$ cat src/rtl/dcmf_pkg.sv
// Shared types and constants for the dark channel minimum filter.
package dcmf_pkg;

   localparam int MAX_RADIUS_DEF = 7;
   localparam int MAX_WIDTH_DEF  = 4096;
   localparam int MAX_HEIGHT     = 4096;
   localparam int SLOT_W         = 4;

   localparam logic [1:0] CSR_WIDTH  = 2'd0;
   localparam logic [1:0] CSR_HEIGHT = 2'd1;
   localparam logic [1:0] CSR_RADIUS = 2'd2;

   typedef struct packed {
      logic [7:0] blue;
      logic [7:0] green;
      logic [7:0] red;
   } req_type;

   typedef struct packed {
      logic [7:0]  dark_value;
      logic [11:0] out_col;
      logic [11:0] out_row;
      logic        last_of_run;
   } rsp_type;

   typedef struct packed {
      logic [12:0] width;
      logic [12:0] height;
      logic [2:0]  radius;
   } cfg_type;

   typedef struct packed {
      logic [7:0]        pix;
      logic              we;
      logic [11:0]       col;
      logic [11:0]       row;
      logic [SLOT_W-1:0] slot;
      logic [11:0]       rlo;
      logic [11:0]       rhi;
      logic [11:0]       clo;
      logic [11:0]       chi;
      logic              has_out;
   } job_type;

   typedef enum logic [2:0] {
      ST_IDLE,
      ST_WRITE,
      ST_SETUP,
      ST_SCAN,
      ST_DRAIN,
      ST_OUT
   } back_state_type;

endpackage

$ cat src/rtl/dcmf_queue.sv
// Two-entry job queue between front and back end.
module dcmf_queue (
   input  logic              clock,
   input  logic              reset,
   input  logic              push,
   input  dcmf_pkg::job_type push_data,
   input  logic              pop,
   output dcmf_pkg::job_type head,
   output logic              full,
   output logic              empty
);

   dcmf_pkg::job_type entry_ff [2];
   logic              wptr_ff, rptr_ff;
   logic [1:0]        count_ff;

   assign full  = (count_ff == 2'd2);
   assign empty = (count_ff == 2'd0);
   assign head  = entry_ff[rptr_ff];

   always_ff @(posedge clock) begin
      if (push) begin
         entry_ff[wptr_ff] <= push_data;
      end
   end

   always_ff @(posedge clock) begin
      if (reset) begin
         wptr_ff  <= 1'b0;
         rptr_ff  <= 1'b0;
         count_ff <= 2'd0;
      end else begin
         if (push) begin
            wptr_ff <= ~wptr_ff;
         end
         if (pop) begin
            rptr_ff <= ~rptr_ff;
         end
         count_ff <= count_ff + {1'b0, push} - {1'b0, pop};
      end
   end

endmodule

$ cat config.mk
export PLATFORM = sky130hd
export DESIGN_NAME = dcmf_queue
export DESIGN_NICKNAME = d
export VERILOG_FILES = /design/src/rtl/dcmf_pkg.sv /design/src/rtl/dcmf_queue.sv
export SDC_FILE = /design/constraint.sdc
export NUM_CORES = 1
export LEC_CHECK = 0
export ABC_AREA = 1
export BUFFER_PORTS_ARGS = -buffer_cell sky130_fd_sc_hd__buf_2
export CAP_MARGIN = 20
export CORE_MARGIN = 1
export CORE_UTILIZATION = 28
export CTS_CLUSTER_SIZE = 40
export DETAILED_ROUTE_END_ITERATION = 6
export PLACE_DENSITY_LB_ADDON = 0.25
export SLEW_MARGIN = 30
export SYNTH_ARGS = -nofsm -noshare
export SYNTH_HDL_FRONTEND = slang
export SYNTH_SLANG_ARGS = --single-unit
$ cat constraint.sdc
create_clock -name clock -period 15.44 [get_ports clock]
set_input_delay 4.632 -clock clock [delete_from_list [all_inputs] [get_ports clock]]
set_output_delay 4.632 -clock clock [all_outputs]
set_load 0.05 [all_outputs]
# Word-level counts from Yosys, hierarchy flattened
# Memory sizes are Yosys's and may differ from the RTL's. A register that Yosys moved wholly into a read port is not among the register bits.
# Index checks and enable logic that the tools add are counted.
dict set report word_totals {
  reg_bits 4
  mem_bits_rw 172
  input_bits 90
  out_inout_bits 88
  wordCells 14
  mem_count 1
}
dict set report classes {
  addsub 2
  eq_ne 1
  n_mux 4
  bitwise 2
  reduce_logical 1
}
# name depth word_bits rd rd_clocked_by_memory_dff wr line
set memory_table {}
lappend memory_table {entry_ff 2 86 1 1 1 dcmf_queue.sv:13} ;# dcmf_pkg::job_type entry_ff [2];
# operator count
set op_table {}
lappend op_table {{$mux W1} 4}
lappend op_table {{$add A2 B1 Y2} 1}
lappend op_table {{$eq A2 B2 Y1 const B} 1}
lappend op_table {{$logic_not A2 Y1} 1}
lappend op_table {{$not A1 Y1} 2}
lappend op_table {{$sub A2 B1 Y2} 1}

# Logic depth before layout (Yosys ltp)
dict set report depth {
  depth_word 3
  depth_mapped 9
  mapped_depth_nobuf 9
}

# Least setup slack after synthesis
# No wires, ideal clock.
dict set report synth_timing {
  kind {input port to flip-flop}
  startpoint {input push}
  endpoint {memory entry_ff[0][0] (netlist name), enable pin}
  setup_time_ps 533
  arrival_ps 8274
  t_required_ps 14907
  setup_slack_ps 6633
  path_stages 2
  n_path_buf 0
  cell_sequence {inv_1 > nor2_1}
}
dict set report synth_via {
  elab_chain_cells 2
}
# element line
set synth_lines {}
lappend synth_lines {{from (decl)} dcmf_queue.sv:5} ;# input logic push,
lappend synth_lines {{$mux W1} dcmf_queue.sv:22} ;# if (push) begin
lappend synth_lines {{$mux W1 (not written as such)} dcmf_queue.sv:23} ;# entry_ff[wptr_ff] <= push_data;
lappend synth_lines {{to (decl)} dcmf_queue.sv:13}
# Every way passes these cells.

==> results.sh <==
export IMPL_required_ps=10810
export IMPL_finalPower_mw=1.153
export IMPL_final_util_pct=36.54
export IMPL_rrSetupSlack_ps=13410
export IMPL_diodes=0
export IMPL_grt_busiest_layer="met2"
export IMPL_ys_seq_area_share_pct=79.37
export IMPL_drc=0
export IMPL_reg2regPathDepth=3
export IMPL_finClkSkew_ps=7.968
export IMPL_hold_viol_final=0
export IMPL_io_pins=178
export IMPL_grt_pass1_vias=3491
export IMPL_finalNetCount=581
export IMPL_ys_warn_count=0
export IMPL_cts_made_buffers=17
export IMPL_hold_start="rptr_ff$_SDFFE_PP0P_"
export IMPL_core_area_um2=22920
export IMPL_tightest_slew_ps=905.5
export IMPL_synth_common_cells="172 x edfxtp_1, 46 x mux2_2, 40 x mux2_4"
export IMPL_cts_resized=0
export IMPL_placed_area_um2=7829
export IMPL_cts_sinks=177
export IMPL_crit_fanout=59
export IMPL_drive_gt1_share_pct=59.36
export IMPL_tns_ps=0
export IMPL_post_route_cell_area_um2=8374
export IMPL_routed_wl_mm=12.42
export IMPL_grt_util_met2_pct=17.35
export IMPL_gp_congestion=0.6952
export IMPL_fin_crit_sh_pct=46.64
export IMPL_slowest_stage="buf_4"
export IMPL_yosysUniqueCellTypes=16
export IMPL_gr_usage_met1_pct=11.54
export IMPL_synth_area_um2=6634
export IMPL_drt_initial_drc_count=108
export IMPL_drv_cap=0
export IMPL_cts_tree="built"
export IMPL_core_rowCount=55
export IMPL_hold_end="rptr_ff$_SDFFE_PP0P_"
export IMPL_dp_hpwl_mm=7.908
export IMPL_r2r_end="entry_ff[1][31]$_DFFE_PP_"
export IMPL_grt_pass1_wl_mm=18.35
export IMPL_netlist_top_cells_area="edfxtp_1 78%, mux2_4 9.1%, mux2_2 7.8%, dfxtp_1 1.5%, buf_12 1.2%"
export IMPL_grtUsageTotal_pct=10.31
export IMPL_ant_nets=0
export IMPL_clk_pin_slew_ps=60
export IMPL_synth_top_area_cell="edfxtp_1"
export IMPL_yosysMostFrequentCell="edfxtp_1"
export IMPL_use_met3_pct=4.306
export IMPL_place_ws_ps=8605
export IMPL_cp_top_family="buffers and inverters"
export IMPL_synth_nets=391
export IMPL_overflow=0
export IMPL_crit_buf_inv=2
export IMPL_yosys_area_top_type_share_pct=77.86
export IMPL_portBuffers=177
export IMPL_synthFlopType="edfxtp_1"
export IMPL_async_reset_ff_share_pct=0
export IMPL_dr_pass1_iters=4
export IMPL_die_w_um=155.9
export IMPL_num_vias=3310
export IMPL_drv_slew=0
export IMPL_grt_setup_unrepaired="false"
export IMPL_timing_fmax_ghz=0.1389
export IMPL_peakVddDrop_uv=71.35
export IMPL_hold_path_class="register to register"
export IMPL_initial_core_util_pct=28.95
export IMPL_seq_area_um2=5269
export IMPL_fin_ws_ps=8240
export IMPL_r2r_start="wptr_ff$_SDFFE_PP0P_"
export IMPL_fill_cells=2178
export IMPL_setup_viol=0
export IMPL_p_leak_nw=3.185
export IMPL_postCtsSetupBuffers=0
export IMPL_multi_input_area_um2=1220
export IMPL_synth_enable_flop_cells=172
export IMPL_hold_buffers=0
export IMPL_hold_depth=2
export IMPL_status="finished, final reports clean"
export IMPL_die_area_um2=24310
export IMPL_startpoint_type="register"
export IMPL_cts_root_buffer="clkbuf_16"
export IMPL_wl_per_cell_um=15.24
export IMPL_via_per_inst=4.061
export IMPL_yosys_register_bits=177
export IMPL_cts_max_path_buffers=2
export IMPL_synth_cells=299
export IMPL_p_per_area_nw_per_um2=137.7
export IMPL_clk_latency_ps=410
export IMPL_max_stage_delay_ps=790
export IMPL_grt_max_degree=60
export IMPL_crit_chain="buf_4 > mux2_2 > buf_2"
export IMPL_period_minus_slack_ps=7200
export IMPL_relSlewSlack_pct=39.64
export IMPL_area_delta_synth_final_pct=26.24
export IMPL_worstSetupEndpointType="primary output"
export IMPL_syn_area_per_cell_um2=22.19
export IMPL_crit_type="register to primary output"
export IMPL_worst_endpoint_arrival_ps=2570
export IMPL_h_tree_depth=4
export IMPL_fp_dieH_um=155.9
export IMPL_grt_antenna_before_repair=0
## how the worst max path moves through the flow
| stage | from | endpoint | slack [ps] | cells past startpoint |
|---|---|---|---|---|
| 3_5_place_dp | register | head[12] | 8600 | 3 |
| 6_report | register | head[12] | 8240 | 3 |
| 3_3_place_gp | register | head[12] | 8620 | 3 |
| 5_1_grt | register | head[29] | 8060 | 3 |
| 2_1_floorplan | push | entry_ff[0][0]$_DFFE_PP_ | 6630 | 2 |
| 4_1_cts | register | head[12] | 8150 | 3 |
## tightest hold or removal path, cell delays in order, from the launching register on
cell and delay, ps:
dfxtp_1 330, xnor2_1 80, nor2_1 70
## cell type report
cell class / instances / area share [%]
inverter: 8 / 0.3885
clock inverter: 12 / 1.300
tap: 313 / 4.677
sequential: 177 / 62.92
multi-input combinational: 104 / 14.57
clock buffer: 20 / 5.214
timing repair buffer: 181 / 10.94
## kinds of logic (layout without fill, tap and decap cells)
| logic type | Yosys count | in the layout | synth area share, % |
|---|---|---|---|
| mux | 86 | 86 | 16.86 |
| simple gates | 14 | 14 | 0.8297 |
| flops | 177 | 177 | 79.37 |
| buf+inv | 18 | 221 | 2.358 |
| compound gates | 1 | 1 | 0.07537 |
| fa+ha+maj | 2 | 2 | 0.3772 |
| xor+xnor | 1 | 1 | 0.1320 |
## power breakdown
part	switching, mW	internal, mW	total (mW)	leakage, nW
logic	0.130	0.0572	0.188	1.27
registers	0.00968	0.556	0.566	1.66
clock network	0.177	0.223	0.399	0.255
## layout by cell type, fill, tap and decap left out
master and count:
buf_2 177, edfxtp_1 172, mux2_2 46, mux2_4 40, clkbuf_16 17, inv_1 7
nor2_1 7, nand2_1 4, clkinvlp_4 4, dfxtp_1 4, buf_4 4, clkbuf_1 3
inv_6 3, ha_1 2, clkinv_2 2, inv_4 1, nor2_4 1, xnor2_1 1
nor3_1 1, a21oi_1 1, nand3_1 1, dfxtp_4 1, clkinv_4 1, clkinv_1 1
bufinv_16 1
## metal layers
metal,vias to the layer above,part of all wire [%]
li1,1548,-
met1,1637,42
met2,113,49
met3,12,7.7
met4,0,1.1
met5,-,0
## through the flow
stage | cells | hold slack, ps
2_1_floorplan | 299 | 479.9
3_3_place_gp | 783 | 496.9
3_5_place_dp | 783 | 511.9
4_1_cts | 815 | 527.1
5_1_grt | 815 | 581.4
6_report | 815 | 521.0
## sequential cells by signal, summed over array words and instances (netlist names), named ones only
register  flops
entry_ff    172
count_ff      2
rptr_ff       1
wptr_ff       1
Power figures use the tool's default switching activity.
