$ cat src/rtl/dcmf_pkg.sv
// Shared types and constants for the dark channel minimum filter.
package dcmf_pkg;

   localparam int MAX_RADIUS_DEF = 7;
   localparam int MAX_WIDTH_DEF  = 4096;
   localparam int MAX_HEIGHT     = 4096;
   localparam int SLOT_W         = 4;

   localparam logic [1:0] CSR_WIDTH  = 2'd0;
   localparam logic [1:0] CSR_HEIGHT = 2'd1;
   localparam logic [1:0] CSR_RADIUS = 2'd2;

   typedef struct packed {
      logic [7:0] blue;
      logic [7:0] green;
      logic [7:0] red;
   } req_type;

   typedef struct packed {
      logic [7:0]  dark_value;
      logic [11:0] out_col;
      logic [11:0] out_row;
      logic        last_of_run;
   } rsp_type;

   typedef struct packed {
      logic [12:0] width;
      logic [12:0] height;
      logic [2:0]  radius;
   } cfg_type;

   typedef struct packed {
      logic [7:0]        pix;
      logic              we;
      logic [11:0]       col;
      logic [11:0]       row;
      logic [SLOT_W-1:0] slot;
      logic [11:0]       rlo;
      logic [11:0]       rhi;
      logic [11:0]       clo;
      logic [11:0]       chi;
      logic              has_out;
   } job_type;

   typedef enum logic [2:0] {
      ST_IDLE,
      ST_WRITE,
      ST_SETUP,
      ST_SCAN,
      ST_DRAIN,
      ST_OUT
   } back_state_type;

endpackage

$ cat src/rtl/dcmf_front.sv
// Front end: pixel intake, raster tracking and result-range classification.
module dcmf_front #(
   parameter int MAX_RADIUS = dcmf_pkg::MAX_RADIUS_DEF,
   parameter int MAX_WIDTH  = dcmf_pkg::MAX_WIDTH_DEF
) (
   input  logic              clock,
   input  logic              reset,
   input  dcmf_pkg::req_type pix_in,
   input  logic              accept,
   input  dcmf_pkg::cfg_type cfg,
   output dcmf_pkg::job_type job
);

   localparam int SLOTS = 2 * MAX_RADIUS + 1;

   logic [11:0]                 in_col_ff, in_col_in;
   logic [11:0]                 in_row_ff, in_row_in;
   logic [dcmf_pkg::SLOT_W-1:0] in_slot_ff, in_slot_in;
   logic [12:0]                 emit_col_ff, emit_col_in;

   logic signed [14:0] x, y, w, h, rad, rlo, rhi, clo, chi, chi_raw;
   logic               row_end, last_row, has_rows, has_cols;
   logic [7:0]         m0, m1;

   always_comb begin
      m0 = (pix_in.green < pix_in.blue) ? pix_in.green : pix_in.blue;
      m1 = (pix_in.red < m0) ? pix_in.red : m0;
      x   = signed'({3'b000, in_col_ff});
      y   = signed'({3'b000, in_row_ff});
      w   = signed'({2'b00, cfg.width});
      h   = signed'({2'b00, cfg.height});
      rad = signed'({12'd0, cfg.radius});
      row_end  = (x + 15'sd1 >= w);
      last_row = (y + 15'sd1 >= h);
      if (last_row) begin
         rlo = (y >= rad) ? y - rad : 15'sd0;
         rhi = (y < h - 15'sd1) ? y : h - 15'sd1;
         has_rows = (rlo <= rhi);
      end else begin
         rlo = y - rad;
         rhi = y - rad;
         has_rows = (y >= rad);
      end
      clo     = signed'({2'b00, emit_col_ff});
      chi_raw = row_end ? w - 15'sd1 : x - rad;
      chi     = (chi_raw - clo > 15'(MAX_RADIUS)) ? clo + 15'(MAX_RADIUS) : chi_raw;
      has_cols = (chi >= clo);

      job.pix     = m1;
      job.we      = ({3'b000, in_col_ff} < 15'(MAX_WIDTH));
      job.col     = in_col_ff;
      job.row     = in_row_ff;
      job.slot    = in_slot_ff;
      job.rlo     = rlo[11:0];
      job.rhi     = rhi[11:0];
      job.clo     = clo[11:0];
      job.chi     = chi[11:0];
      job.has_out = has_rows && has_cols;

      emit_col_in = has_cols ? chi[12:0] + 13'd1 : emit_col_ff;
      in_col_in   = in_col_ff + 12'd1;
      in_row_in   = in_row_ff;
      in_slot_in  = in_slot_ff;
      if (row_end) begin
         in_col_in   = 12'd0;
         emit_col_in = 13'd0;
         if (last_row) begin
            in_row_in  = 12'd0;
            in_slot_in = '0;
         end else begin
            in_row_in  = in_row_ff + 12'd1;
            in_slot_in = (in_slot_ff == dcmf_pkg::SLOT_W'(SLOTS - 1)) ? '0
                       : in_slot_ff + dcmf_pkg::SLOT_W'(1);
         end
      end
   end

   always_ff @(posedge clock) begin
      if (reset) begin
         in_col_ff   <= '0;
         in_row_ff   <= '0;
         in_slot_ff  <= '0;
         emit_col_ff <= '0;
      end else if (accept) begin
         in_col_ff   <= in_col_in;
         in_row_ff   <= in_row_in;
         in_slot_ff  <= in_slot_in;
         emit_col_ff <= emit_col_in;
      end
   end

endmodule

$ cat config.mk
export PLATFORM = sky130hd
export DESIGN_NAME = dcmf_front
export DESIGN_NICKNAME = d
export VERILOG_FILES = /design/src/rtl/dcmf_pkg.sv /design/src/rtl/dcmf_front.sv
export SDC_FILE = /design/constraint.sdc
export NUM_CORES = 1
export LEC_CHECK = 0
export BUFFER_PORTS_ARGS = -buffer_cell sky130_fd_sc_hd__buf_2
export CAP_MARGIN = 10
export CORE_ASPECT_RATIO = 1.5
export CORE_MARGIN = 2
export CORE_UTILIZATION = 53
export CTS_CLUSTER_DIAMETER = 120
export DETAILED_ROUTE_END_ITERATION = 6
export HOLD_SLACK_MARGIN = 0.06
export PLACE_DENSITY = 0.86
export REMOVE_ABC_BUFFERS = 1
export SKIP_LAST_GASP = 1
export SLEW_MARGIN = 10
export SYNTH_ARGS = -nofsm -noshare
export SYNTH_HDL_FRONTEND = slang
export SYNTH_SLANG_ARGS = --single-unit
$ cat constraint.sdc
create_clock -name clock -period 7.9 [get_ports clock]
set_input_delay 0.79 -clock clock [delete_from_list [all_inputs] [get_ports clock]]
set_output_delay 0.79 -clock clock [all_outputs]
set_load 0.005 [all_outputs]
-- Word level (Yosys, flattened, before mapping)
Cells that the tools add are included.
- $add $sub $neg: 12
- equal/unequal tests: 1
- reductions and logical operators: 4
- mux-type cells: 15
- magnitude comparators: 9
- operators by type and width (operator ; number):
    $mux W15 ; 4
    $mux W12 ; 4
    $sub A13 B1 Y14 const B ; 2
    $add A12 B1 Y13 const B ; 2
    $ge A13 B13 Y1 ; 2
    $mux W13 ; 2
    $sub A12 B3 Y13 ; 2
    $add A12 B1 Y12 const B ; 2
    $lt A8 B8 Y1 ; 2
    $mux W8 ; 2
    $ge A15 B14 Y1 ; 1
    $gt A15 B4 Y1 const B ; 1
    $le A15 B15 Y1 ; 1
    $lt A13 B15 Y1 ; 1
    $sub A15 B14 Y15 ; 1
    $add A13 B3 Y14 const B ; 1
    $add A13 B1 Y13 const B ; 1
    $ge A12 B3 Y1 ; 1
    $mux W4 ; 2
    $add A4 B1 Y4 const B ; 1
    $eq A4 B4 Y1 const B ; 1
    $reduce_and A2 Y1 ; 2
    $reduce_bool A2 Y1 ; 1
    $logic_and A1 B1 Y1 ; 1
    $mux W1 ; 1
- register bits: 41
- output and inout port bits: 86
- input bits: 56
- logic and storage cells: 45

-- Depth between registers and ports, before layout
Gate-level depths: netlist of the first run.
- depth in word-level cells: 9
- mapped depth: 40
- mapped depth without buffers: 34

-- Worst setup path after synthesis of the first run
OpenSTA, ideal clock, no wires.
- path kind: reg-to-output
- start point: reg in_col_ff[1]
- end point: out job[0] (netlist bit)
- setup slack: -0.108 ns
- cell stages (with the launch flop): 37
- arrival: 7.218 ns
- path buffers: 5
- required time: 7.110 ns
- cells stage by stage: dfxtp_1 -> ha_1 -> and3_1 -> nand3_1 -> nor2_1 -> nand3_1 -> xnor2_1 -> ha_1 -> nand3_1 -> a21oi_1 -> or2_2 -> o21a_1 -> buf_1 -> clkbuf_1 -> clkbuf_1 -> nand2_1 -> o21ai_0 -> inv_1 -> ha_1 -> nor2b_1 -> o31ai_2 -> a21oi_1 -> or4_4 -> a2111oi_4 -> a31oi_2 -> buf_6 -> buf_6 -> mux2i_1 -> ha_1 -> nor2b_1 -> o21a_1 -> o21ai_0 -> a211oi_1 -> o21ai_0 -> nand3_1 -> a32oi_1 -> a211oi_1
- RTL lines (item ; line ; RTL):
    start, declared ; dcmf_front.sv:16 ; logic [11:0] in_col_ff, in_col_in;
    start signal, assigned ; dcmf_front.sv:85 ; in_col_ff <= in_col_in;
    end, declared ; dcmf_front.sv:11 ; output dcmf_pkg::job_type job

==> results of run 1 <==
-- area by class of cell --
class | count | share of cell area [%]
Multi-Input combinational cell | 867 | 71.6
Clock buffer | 5 | 1.39
Clock inverter | 3 | 0.513
Sequential cell | 41 | 9.18
Timing Repair Buffer | 174 | 11.1
Inverter | 85 | 3.54
Tap cell | 192 | 2.66
-- power breakdown --
part | switching, mW | leakage [nW] | total (mW) | internal, mW
registers | 0.00295 | 0.333 | 0.212 | 0.209
clock network | 0.0985 | 0.0800 | 0.248 | 0.150
logic | 0.260 | 3.54 | 0.447 | 0.187
-- cells by family (layout without fill, tap and decap cells) --
| logic type | Yosys count | after routing | synth area share [%] |
|---|---|---|---|
| AND/OR/NAND/NOR | 400 | 400 | 26.8 |
| buffers and inverters | 151 | 267 | 8.47 |
| AO/OA/AOI/OAI | 239 | 239 | 21.0 |
| XOR/XNOR | 84 | 84 | 9.67 |
| flip-flops | 41 | 41 | 10.8 |
| other | 1 | 1 | 0.0493 |
| adder cells (fa/ha/maj) | 110 | 110 | 18.4 |
| multiplexers | 33 | 33 | 4.82 |
-- flip-flops by register name, indices dropped and copies added, names as in the netlist --
| name | cells |
|---|---|
| in_col_ff | 12 |
| in_slot_ff | 4 |
| emit_col_ff | 13 |
| in_row_ff | 12 |
-- critical path: cells and delay by family (launching register included) --
kind / cells / cell delay (ns)
adders and majority gates: 4 / 0.99
and+or+nand+nor: 11 / 2.13
AOI/OAI and AO/OA: 12 / 2.15
buffers and inverters: 6 / 0.84
muxes: 1 / 0.17
DFF: 1 / 0.35
-- worst max path at each step --
stage | slack (ns) | cells after the start | endpoint
2_1_floorplan | -0.50 | 31 | emit_col_ff[8]$_SDFFE_PP0P_
3_3_place_gp | 0.19 | 33 | job[0]
3_5_place_dp | -0.08 | 31 | emit_col_ff[10]$_SDFFE_PP0P_
4_1_cts | 0.003 | 31 | job[0]
5_1_grt | -0.13 | 35 | job[0]
6_report | 0.15 | 34 | job[0]
-- per-layer routing --
metal  track usage [%]  up-vias
met4              19.1        0
met3              4.32      124
met1              31.3     3918
met5                 0        -
li1                  -     4036
met2              55.4      386
-- synthesized netlist by cell type (all sizes together) (8+ instances only) --
| cell type | count | area, sq um |
|---|---|---|
| nand2 | 90 | 338 |
| o21a | 20 | 150 |
| or4 | 8 | 63.8 |
| buf | 24 | 168 |
| and3 | 11 | 68.8 |
| nor3 | 42 | 210 |
| dfxtp | 41 | 821 |
| xnor2 | 60 | 526 |
| a31oi | 12 | 81.3 |
| xor2 | 24 | 210 |
| nand4 | 15 | 93.8 |
| a21oi | 55 | 275 |
| nor2b | 14 | 87.6 |
| a22o | 10 | 87.6 |
| nand2b | 14 | 87.6 |
| mux2i | 26 | 280 |
| o22ai | 8 | 50.1 |
| nand3b | 9 | 67.6 |
| nand3 | 51 | 260 |
| nor4b | 10 | 87.6 |
| nor2 | 85 | 319 |
| clkbuf | 42 | 158 |
| inv | 85 | 319 |
| o21ai | 56 | 288 |
| nor4 | 24 | 156 |
| a21o | 17 | 128 |
| ha | 107 | 1340 |
-- stage by stage --
| stage | hold WS [ns] | instance area [sq um] | TNS [ns] | setup slack [ns] |
|---|---|---|---|---|
| after floorplan | 0.449 | 7280 | -5.42 | -0.497 |
| after global placement | 0.464 | 8430 | 0 | 0.186 |
| after detailed placement | 0.464 | 8430 | -0.734 | -0.0797 |
| after CTS | 0.485 | 8670 | 0 | 0.00287 |
| after global routing | 0.513 | 9020 | -0.632 | -0.135 |
| final | 0.485 | 9020 | 0 | 0.150 |
-- timing repair --
item                       in CTS  in global routing
gates cloned                    0                  1
setup buffers                   3                  7
setup endpoints to repair      12                 12
hold endpoints to repair        0                  0
resized for setup              12                 57
pin swaps                       1                 17
==> impl_metrics.ini, run 1 <==
[synthesis]
synth_cell_types = 77
seq_area_frac_synth_pct = 10.8
syn-cell-area_sq_um = 7600
ys_ff_latch = 41
async_flop_share_pct = 0
avgSynthCellArea_sq_um = 7.18
ys.flop_type = dfxtp_1
netlist_instances = 1059
yosys_warnings = 0
synth_enable_flop_cells = 0

[drt]
vias = 8464
drt_wl_total_mm = 24.7
met1Wirelength_mm = 8.97
dr.pass1.iters = 5
highest_layer = met4
first_iter_violations = 402
wl_per_cell_um = 18.1
ant_nets = 0
viasPerCell = 6.19
wl_met2_mm = 12.7
drc_errors = 0
route.met3.wl_mm = 1.41

[clocking]
h-tree-depth = 2
ctsHoldBuffers = 0
clk_pin_slew_ns = 0.07
clkSinkCount = 41
clockRootBuffer = clkbuf_16
numCtsBuffers = 5
cts_tree = done
clock_latency_ns = 0.30
cts_max_path_buffers = 2

[sta]
setup_viol = 0
tightest_slew_ns = 1.14
finalHoldViolCount = 0
drv_slew = 0
slew_headroom_pct = 23.2
clock.fmax_mhz = 129
fin_crit_ns = 7.75
period_share_pct = 98.1
finClkSkew_ns = 0.00986

[floorplan]
die_area_sq_um = 15300
die-width_um = 102
start_util_pct = 54.4
core_sq_um = 14000
rows = 53
ios = 142
chipHeight_um = 151

[layout]
multi_input_area_sq_um = 6460
nets = 1340
drive_above_1_share_pct = 21.5
antenna-diode-count = 0
instances_no_fill = 1367
fillers = 1188
final_common_cell = buf_2
final_util_pct = 64.5
seq_area_sq_um = 828
mostFrequentLayoutCells = 140 x buf_2, 99 x ha_1, 90 x nand2_1, 84 x nor2_1, 82 x inv_1
area_growth_syn_to_layout_pct = 18.7

[critical_path]
startpoint = in_col_ff[0]$_SDFFE_PP0P_
cp.arrival_ns = 6.96
r2r_cells = 34
critical-path-slowest-cell = or4_4
timing.rr.end = emit_col_ff[8]$_SDFFE_PP0P_
reg2reg_from = in_col_ff[0]$_SDFFE_PP0P_
endpoint_kind = output port
criticalPathCategory = reg2out
critPathLaunchType = register
slowest_delay_ns = 0.50
reg2reg_slack_ns = 0.29
critPathRequiredTime_ns = 7.11
cp_max_fo = 15

[global_routing]
grt_pass1_vias = 8135
grtUsageTotal_pct = 30.2
grt_pass1_wl_mm = 37.5
antenna_found_initial = 0
grt-ovfl-total = 0
grt_max_degree = 33

[power_and_ir_drop]
peakVddDrop_uv = 80.9
power_leakage_nw = 3.96
p_total_mw = 0.907
cellPowerDensity_nw_per_um2 = 100

[flow_run]
drv_cap = 0

[hold_path]
holdPathStages = 1
hold-path-endpoint = emit_col_ff[12]$_SDFFE_PP0P_
min_path_type = reg2reg
hp-start = emit_col_ff[12]$_SDFFE_PP0P_

[placement]
post-place-cells = 1348
numPortBuffers = 140
hpwlAfterDp_mm = 18.8
routabilityCongestion = 1.00

[run_status]
status = finished clean
Power figures use the tool's default switching activity.
==> inputs of run 2 (changes only) <==
- CORE_UTILIZATION: 53 -> 50
- PLACE_DENSITY: 0.86 -> 0.82
==> run 2 against run 1 <==
Non-clock buffer count rose by 22. Sequential power barely moved. Cell count rose by 2.2%. Critical path depth fell by 3. Cell area rose by 2.3%. Highest routed layer unchanged. Clock-buffer cell count did not move. Fmax fell by 1.3%. Largest cell class unchanged. Register-to-register slack got worse by 0.23 ns. Global-route usage fell by 1.7 points. Power rose by 1.5%.
==> impl_metrics.ini, run 2 (synthesis results as in run 1) <==
[run_status]
status = finished clean

[global_routing]
grt_pass1_wl_mm = 38.2
grt-ovfl-total = 0
grt_pass1_vias = 7935
grt_max_degree = 33
grtUsageTotal_pct = 28.5
antenna_found_initial = 1

[clocking]
cts_tree = done
clkSinkCount = 41
numCtsBuffers = 5
clock_latency_ns = 0.30
cts_max_path_buffers = 2
clockRootBuffer = clkbuf_16
h-tree-depth = 2
ctsHoldBuffers = 0
clk_pin_slew_ns = 0.07

[sta]
worst_hold_slack_ns = 0.487
slew_headroom_pct = 24.7
drv_slew = 0
setup_viol = 0
tightest_slew_ns = 1.13
period_share_pct = 99.4
fin_crit_ns = 7.85
clock.fmax_mhz = 127
finClkSkew_ns = 0.00583
finalHoldViolCount = 0

[drt]
viasPerCell = 6.09
vias = 8506
ant_nets = 0
drc_errors = 0
dr.pass1.iters = 5
drt_wl_total_mm = 25.2
first_iter_violations = 534
wl_per_cell_um = 18.0

[floorplan]
ios = 142
die-width_um = 105
core_sq_um = 15000
rows = 55
die_area_sq_um = 16200
start_util_pct = 50.7
chipHeight_um = 155

[placement]
routabilityCongestion = 1.02
numPortBuffers = 140
hpwlAfterDp_mm = 18.8
post-place-cells = 1360

[layout]
largest_reg_flops = 13
drive_above_1_share_pct = 23.4
mostFrequentLayoutCells = 141 x buf_2, 97 x ha_1, 90 x nand2_1, 83 x inv_1, 83 x nor2_1
regMostFlops = emit_col_ff
nets = 1362
final_common_cell = buf_2
instances_no_fill = 1397
area_growth_syn_to_layout_pct = 21.4
top_regs = emit_col_ff x13, in_col_ff x12, in_row_ff x12

[critical_path]
cp.arrival_ns = 7.06
critical-path-slowest-cell = ha_1
slowest_delay_ns = 0.42
critPathLaunchType = register
endpoint_kind = output port
cp_num_buf_inv = 3
critical-path-top-delay-family = compound AO/OA/AOI/OAI gates
critPathRequiredTime_ns = 7.11
cp_max_fo = 12
criticalPathCategory = reg2out

[power_and_ir_drop]
power_frac_clock_pct = 26.8
internal_power_mw = 0.556
cellPowerDensity_nw_per_um2 = 99.7
power_frac_comb_pct = 50.2
peakVddDrop_uv = 105
power_leakage_nw = 4.08
swShare_pct = 39.6
sequentialPowerShare_pct = 23.0
p_total_mw = 0.920
power.switching_mw = 0.364

[hold_path]
min_path_type = reg2reg

[flow_run]
drv_cap = 0
run 2: layer usage:
layer  global-route usage [%]  part of all wire, %
met1                     29.7                   36
met2                     54.7                   52
met3                     4.23                  5.9
met4                     14.8                  6.1
met5                        0                    0
run 2: metrics by stage:
step | utilization [%] | instance area [sq um] | worst slack [ns] | setup TNS [ns]
floorplan | - | 7280 | -0.497 | -5.42
global placement | 56.4 | 8460 | 0.0281 | 0
detailed placement | 56.4 | 8460 | -0.246 | -2.84
CTS | 58.6 | 8790 | 0.0236 | 0
global route | 61.5 | 9230 | -0.211 | -2.27
finish | 61.5 | 9230 | 0.0487 | 0
run 2: path summary, 6_finish.rpt:
check / start / to / slack [ns] / depth (start not counted)
max: in_col_ff[0]$_SDFFE_PP0P_ / job[0] / 0.05 / 31
min: emit_col_ff[12]$_SDFFE_PP0P_ / emit_col_ff[12]$_SDFFE_PP0P_ / 0.49 / 1
max reg2reg: in_col_ff[0]$_SDFFE_PP0P_ / emit_col_ff[5]$_SDFFE_PP0P_ / 0.06 / 33
min reg2reg: emit_col_ff[12]$_SDFFE_PP0P_ / emit_col_ff[12]$_SDFFE_PP0P_ / 0.49 / 1
run 2: layout make-up:
cell class              count  area, sq um
fillers                  1374         5770
flip-flops and latches     41          831
inverters                  85          319
clock buffers               5          125
diodes                      1         2.50
clock inverters             3         46.3
repair buffers            196         1150
multi-input cells         867         6510
well taps                 199          249
run 2: power groups by stage:
stage,clock network [mW],logic (mW),registers [mW]
final,0.246,0.462,0.212
after global routing,0.258,0.507,0.212
after CTS,0.248,0.420,0.211
after detailed placement,0,0.413,0.216
after global placement,0,0.405,0.216
after floorplan,0,0.273,0.217
run 2: what timing repair did:
action                                 CTS  global route
resized for setup                       25            59
setup endpoints to repair               12            12
cloned                                   1             0
endpoints found under the hold margin    0             0
buffers inserted                         8            21
pin swaps                                8            25
